===== src/hdl/tfps_pkg.sv =====
package tfps_pkg;

    localparam int FRAC_BITS = 16;
    localparam int SUM_WIDTH = 48;
    localparam int SUM_HALF  = SUM_WIDTH / 2;
    localparam int ACC_WIDTH = 96;

    localparam logic [1:0] KIND_POSE  = 2'd0;
    localparam logic [1:0] KIND_RANGE = 2'd1;
    localparam logic [1:0] KIND_TICK  = 2'd2;

    localparam logic [2:0] REG_PROP_GAIN  = 3'd0;
    localparam logic [2:0] REG_INT_GAIN   = 3'd1;
    localparam logic [2:0] REG_DERIV_GAIN = 3'd2;
    localparam logic [2:0] REG_FWD_SPEED  = 3'd3;
    localparam logic [2:0] REG_LEFT_X     = 3'd4;
    localparam logic [2:0] REG_RIGHT_X    = 3'd5;
    localparam logic [2:0] REG_RADIUS     = 3'd6;
    localparam logic [2:0] REG_OBST_LIMIT = 3'd7;

    // multiply operand selector for the shared multiplier
    typedef enum logic [1:0] {
        MUL_DX  = 2'd0,
        MUL_DY  = 2'd1,
        MUL_PID = 2'd2
    } mul_sel_t;

    typedef struct packed {
        logic        start;
        logic [63:0] radicand;
    } sqrt_req_t;

    typedef struct packed {
        logic        done;
        logic [31:0] root;
    } sqrt_rsp_t;

    function automatic logic signed [31:0] sat32(input logic signed [65:0] v);
        logic signed [31:0] r;
        if (v > 66'sh0_7FFF_FFFF) begin
            r = 32'sh7FFF_FFFF;
        end else if (v < -66'sh0_8000_0000) begin
            r = 32'sh8000_0000;
        end else begin
            r = v[31:0];
        end
        return r;
    endfunction

endpackage


===== src/hdl/tfps_sqrt.sv =====
module tfps_sqrt
    import tfps_pkg::*;
(
    input  logic      aclk,
    input  logic      aresetn,
    input  sqrt_req_t req,
    output sqrt_rsp_t rsp
);

    logic [63:0] op_reg, op_next;
    logic [63:0] res_reg, res_next;
    logic [5:0]  cnt_reg, cnt_next;
    logic        busy_reg, busy_next;
    logic        done_reg, done_next;
    logic [63:0] bitv;
    logic [63:0] trial;

    // one result bit per cycle, 32 steps
    assign bitv  = 64'd1 << {cnt_reg[4:0], 1'b0};
    assign trial = res_reg + bitv;

    always_comb begin
        op_next   = op_reg;
        res_next  = res_reg;
        cnt_next  = cnt_reg;
        busy_next = busy_reg;
        done_next = 1'b0;
        if (req.start) begin
            op_next   = req.radicand;
            res_next  = '0;
            cnt_next  = 6'd31;
            busy_next = 1'b1;
        end else if (busy_reg) begin
            if (op_reg >= trial) begin
                op_next  = op_reg - trial;
                res_next = (res_reg >> 1) + bitv;
            end else begin
                res_next = res_reg >> 1;
            end
            if (cnt_reg == 6'd0) begin
                busy_next = 1'b0;
                done_next = 1'b1;
            end else begin
                cnt_next = cnt_reg - 6'd1;
            end
        end
    end

    always_ff @(posedge aclk) begin
        if (!aresetn) begin
            busy_reg <= 1'b0;
            done_reg <= 1'b0;
            cnt_reg  <= '0;
        end else begin
            busy_reg <= busy_next;
            done_reg <= done_next;
            cnt_reg  <= cnt_next;
        end
        op_reg  <= op_next;
        res_reg <= res_next;
    end

    assign rsp.done = done_reg;
    assign rsp.root = res_reg[31:0];

endmodule


===== config.mk =====
export PLATFORM = sky130hd
export DESIGN_NAME = tfps_sqrt
export DESIGN_NICKNAME = d
export VERILOG_FILES = /design/src/hdl/tfps_pkg.sv /design/src/hdl/tfps_sqrt.sv
export SDC_FILE = /design/constraint.sdc
export NUM_CORES = 1
export LEC_CHECK = 0
export BUFFER_PORTS_ARGS = -buffer_cell sky130_fd_sc_hd__buf_2
export CAP_MARGIN = 5
export CELL_PAD_IN_SITES_DETAIL_PLACEMENT = 1
export CELL_PAD_IN_SITES_GLOBAL_PLACEMENT = 1
export CORE_MARGIN = 5
export CORE_UTILIZATION = 40
export DETAILED_ROUTE_END_ITERATION = 7
export GPL_TIMING_DRIVEN = 0
export HOLD_SLACK_MARGIN = 0.08
export PLACE_DENSITY_LB_ADDON = 0.1
export SLEW_MARGIN = 20
export SYNTH_ARGS = -nofsm -noshare
export SYNTH_HDL_FRONTEND = slang
export SYNTH_SLANG_ARGS = --single-unit

===== constraint.sdc =====
create_clock -name aclk -period 14.4 [get_ports aclk]
set_input_delay 2.16 -clock aclk [delete_from_list [all_inputs] [get_ports aclk]]
set_output_delay 2.16 -clock aclk [all_outputs]
set_load 0.005 [all_outputs]

==> results.md <==
| Result | Value |
|:---|:---|
| Status | finished clean |
| Final Critical Period | 9220 ps |
| Cell Rows | 71 |
| Vias/cell | 6.27 |
| Register bit count reported by yosys | 136 |
| Worst hold start | res_reg[63] |
| Share of synthesized area occupied by flip-flops and latches | 22.2% |
| Worst Path Arrival | 9390 ps |
| Hold_ws | 517 ps |
| Max-slew violations | 0 |
| Largest net degree at the start of global routing | 23 |
| Cell at the root of the clock tree | clkbuf_16 |
| Fraction of power spent switching nets | 48.4% |
| TritonCTS clock tree | yes |
| Crit path capture type | flop |
| H-tree depth | 4 |
| Actual transition at the worst max-transition pin | 1200 ps |
| Kind of cell adding the most delay to the critical path | compound AO/OA/AOI/OAI gates |
| Power consumption | 2.72 mW |
| Max-capacitance violation count | 0 |
| Final nets | 2326 |
| Areal power density over the cells | 160 nW/um^2 |
| Antenna violations before repair | 0 |
| Sum of net half-perimeters after detailed placement | 50800 um |
| Die area | 41800 sq um |
| Number of post-CTS setup repair buffers | 0 |
| Clk network pwr share | 18.7% |
| Synthesized netlist net count | 2206 |
| Clock sinks | 136 |
| Setup clock skew after layout | 12.5 ps |
| Worst setup path category | flop to flop |
| Maximum single-stage delay on the critical path | 940 ps |
| Per-instance average area after synthesis | 7.55 sq um |
| Number of distinct standard cells referenced by the synthesized netlist | 85 |
| Clock Path Buffers | 2 |
| Crit path buffers/inverters | 8 |
| Crit share post-route | 64.0% |
| Vias in the first global route | 16600 |
| Number of gates resized after CTS | 0 |
| Part of the power in registers | 22.5% |
| Worst Path Required | 14570 ps |
| Fraction of synthesis flops using an asynchronous set or reset pin | 0% |
| Starting Density | 40.4% |
| Count of flip-flops with a built-in enable after synthesis | 64 |
| Total of warnings raised by yosys | 0 |
| Leakage | 6.53 nW |
| Iteration count of the initial detailed-routing pass | 5 |
| Class of the most critical hold timing path | flop to flop |
| Source-to-sink clock delay at the later pin of the worst-skew pair | 470 ps |
| Wire length reported by the detailed router | 64800 um |
| Height of the chip | 205 um |
| Origin of the worst setup path | cnt_reg[4] |
| IO Count | 100 |
| GRT overflow | 0 |
| Launch point of the worst reg-to-reg path | cnt_reg[4] |
| FF/Latch Area | 3360 sq um |
| Setup repair after global routing missed its margin | false |
| Die span in x | 205 um |
| Crit path max fanout | 21 |
| Cell Int Power | 1.40 mW |
| Area occupied by multi-input gates | 10900 sq um |
| Post-CTS Hold Buffers | 0 |
| Kind of start point of the critical path | flop |
| Psw | 1.32 mW |
| Most used DFF post-synth | dfxtp_1 |
| Routed wire per std cell | 24.5 um |
| Headroom to the max-slew limit | 18.9% |
| First-pass GRT wire length | 98200 um |
| Maximum clock rate | 108 MHz |
| Synthesized cell area | 15100 sq um |
| Worst supply voltage drop on vdd | 0.110 mV |
| Fraction of final layout cells with drive strength greater than 1 | 10.7% |
| GR Util All Layers | 30.3% |
| Area of the core | 37500 sq um |
| Max stage delay cell, worst path | o21ai_0 |
| Final setup violating endpoints | 0 |
| GPL Wtd Cong | 0.939 |
| Number of antenna cells inserted | 0 |
| Remaining number of nets flagged by the antenna check after routing | 0 |
| Hold violation count in the final report | 0 |
| Count of filler cells inserted in the layout | 4742 |
| Number of clock buffers inserted by TritonCTS | 17 |
| DRC violations left | 0 |
| Util after Layout | 45.4% |
| Part of the total power dissipated in combinational logic | 58.8% |
| Number of vias after detailed routing | 16600 |
| Area Overhead vs Synth | 12.5% |
| Synth Instances | 2005 |
| Total of buffers placed on input and output ports | 98 |
| First-iteration detailed-routing DRC count | 1424 |
| CTS clk-pin slew, worst paths | 70 ps |
## metal layers
layer  global-route usage [%]  vias up  part of all wire, %
li1                         -     7738                    -
met1                     42.4     8214                   47
met2                     48.0      558                   44
met3                     5.05      108                  5.9
met4                     9.40        0                  3.1
met5                        0        -                    0
## layout by cell type, fill, tap and decap left out, types with 44 or more instances in the layout
| cell type | Yosys | final |
|---|---|---|
| a21o_1 | 44 | 44 |
| a21oi_1 | 139 | 139 |
| a31oi_1 | 69 | 69 |
| buf_2 | 8 | 106 |
| clkbuf_1 | 96 | 96 |
| dfxtp_1 | 72 | 72 |
| edfxtp_1 | 64 | 64 |
| ha_1 | 133 | 133 |
| inv_1 | 46 | 46 |
| nand2_1 | 234 | 234 |
| nand3_1 | 46 | 46 |
| nor2_1 | 195 | 195 |
| o21ai_0 | 163 | 162 |
| xnor2_1 | 54 | 54 |
| xor2_1 | 78 | 78 |
## kinds of logic after synthesis
logic type	synth area share, %
AO/OA/AOI/OAI	30.6
XOR/XNOR	7.64
adder cells (fa/ha/maj)	11.2
buffers and inverters	5.67
flip-flops	22.2
multiplexers	1.53
AND/OR/NAND/NOR	21.1
## power groups by stage
stage | combinational, mW | clock [mW] | sequential (mW)
after floorplan | 1.09 | 0 | 0.589
after global placement | 1.51 | 0 | 0.622
after detailed placement | 1.55 | 0 | 0.617
after CTS | 1.57 | 0.515 | 0.609
after global routing | 1.73 | 0.531 | 0.620
final | 1.60 | 0.509 | 0.611
## area by class of cell
cell class                 count  area share [%]
timing repair buffer         101            3.37
multi-input combinational   1682            64.3
clock inverter                11           0.963
tap                          511            3.75
inverter                      46            1.01
buffer                       141            4.03
sequential                   136            19.8
clock buffer                  21            2.84
## cells in the mapped netlist, types with 6 or more instances
cell type | n | share of area (%)
or3_1 | 23 | 0.95
edfxtp_1 | 64 | 13
nand2b_1 | 13 | 0.54
a21o_1 | 44 | 2.2
o21a_1 | 23 | 1.1
o32ai_1 | 6 | 0.35
a221oi_1 | 7 | 0.40
ha_1 | 133 | 11
and3_1 | 29 | 1.2
o21bai_1 | 33 | 1.6
o21ai_0 | 163 | 5.4
nand3_1 | 46 | 1.5
a211oi_1 | 27 | 1.3
a31oi_1 | 69 | 2.9
nand2_1 | 234 | 5.8
a2111oi_0 | 8 | 0.46
buf_2 | 8 | 0.26
a21oi_1 | 139 | 4.6
nor3_1 | 41 | 1.4
nor4b_1 | 6 | 0.35
xor2_1 | 78 | 4.5
and4_1 | 6 | 0.35
nor2_1 | 195 | 4.8
mux2i_1 | 13 | 0.86
o2111ai_1 | 6 | 0.35
nor4_1 | 7 | 0.29
nor2b_1 | 11 | 0.45
buf_4 | 35 | 1.7
nand4_1 | 42 | 1.7
o211ai_1 | 23 | 1.1
clkbuf_1 | 96 | 2.4
dfxtp_1 | 72 | 9.5
a31o_2 | 15 | 0.87
and2_1 | 18 | 0.74
a311oi_1 | 25 | 1.4
mux2_2 | 9 | 0.67
a21boi_0 | 17 | 0.84
inv_1 | 46 | 1.1
xnor2_1 | 54 | 3.1
or2_2 | 7 | 0.29
o31ai_1 | 26 | 1.3
## worst paths after layout
path                       to  slack (ps)  cells after the start
setup / recovery    op_reg[3]        5180                     29
hold / removal    res_reg[63]         520                      2
hold reg to reg   res_reg[63]         520                      2
setup reg to reg    op_reg[3]        5180                     29
## worst min-delay path, cell delays in order (launching register included)
cell and delay, ps:
dfxtp_1 350, nand2_1 70, a21oi_1 50
## per-stage QoR
step / std cells / TNS (ps) / setup WS [ps] / cell area [sq um]
2_1_floorplan: 2005 / 0 / 4240 / 15100
3_3_place_gp: 2614 / -92470 / -1450 / 16300
3_5_place_dp: 2617 / 0 / 5570 / 16400
4_1_cts: 2649 / 0 / 5510 / 17000
5_1_grt: 2649 / 0 / 4890 / 17000
6_report: 2649 / 0 / 5180 / 17000
(Power assumes the default switching activity.)
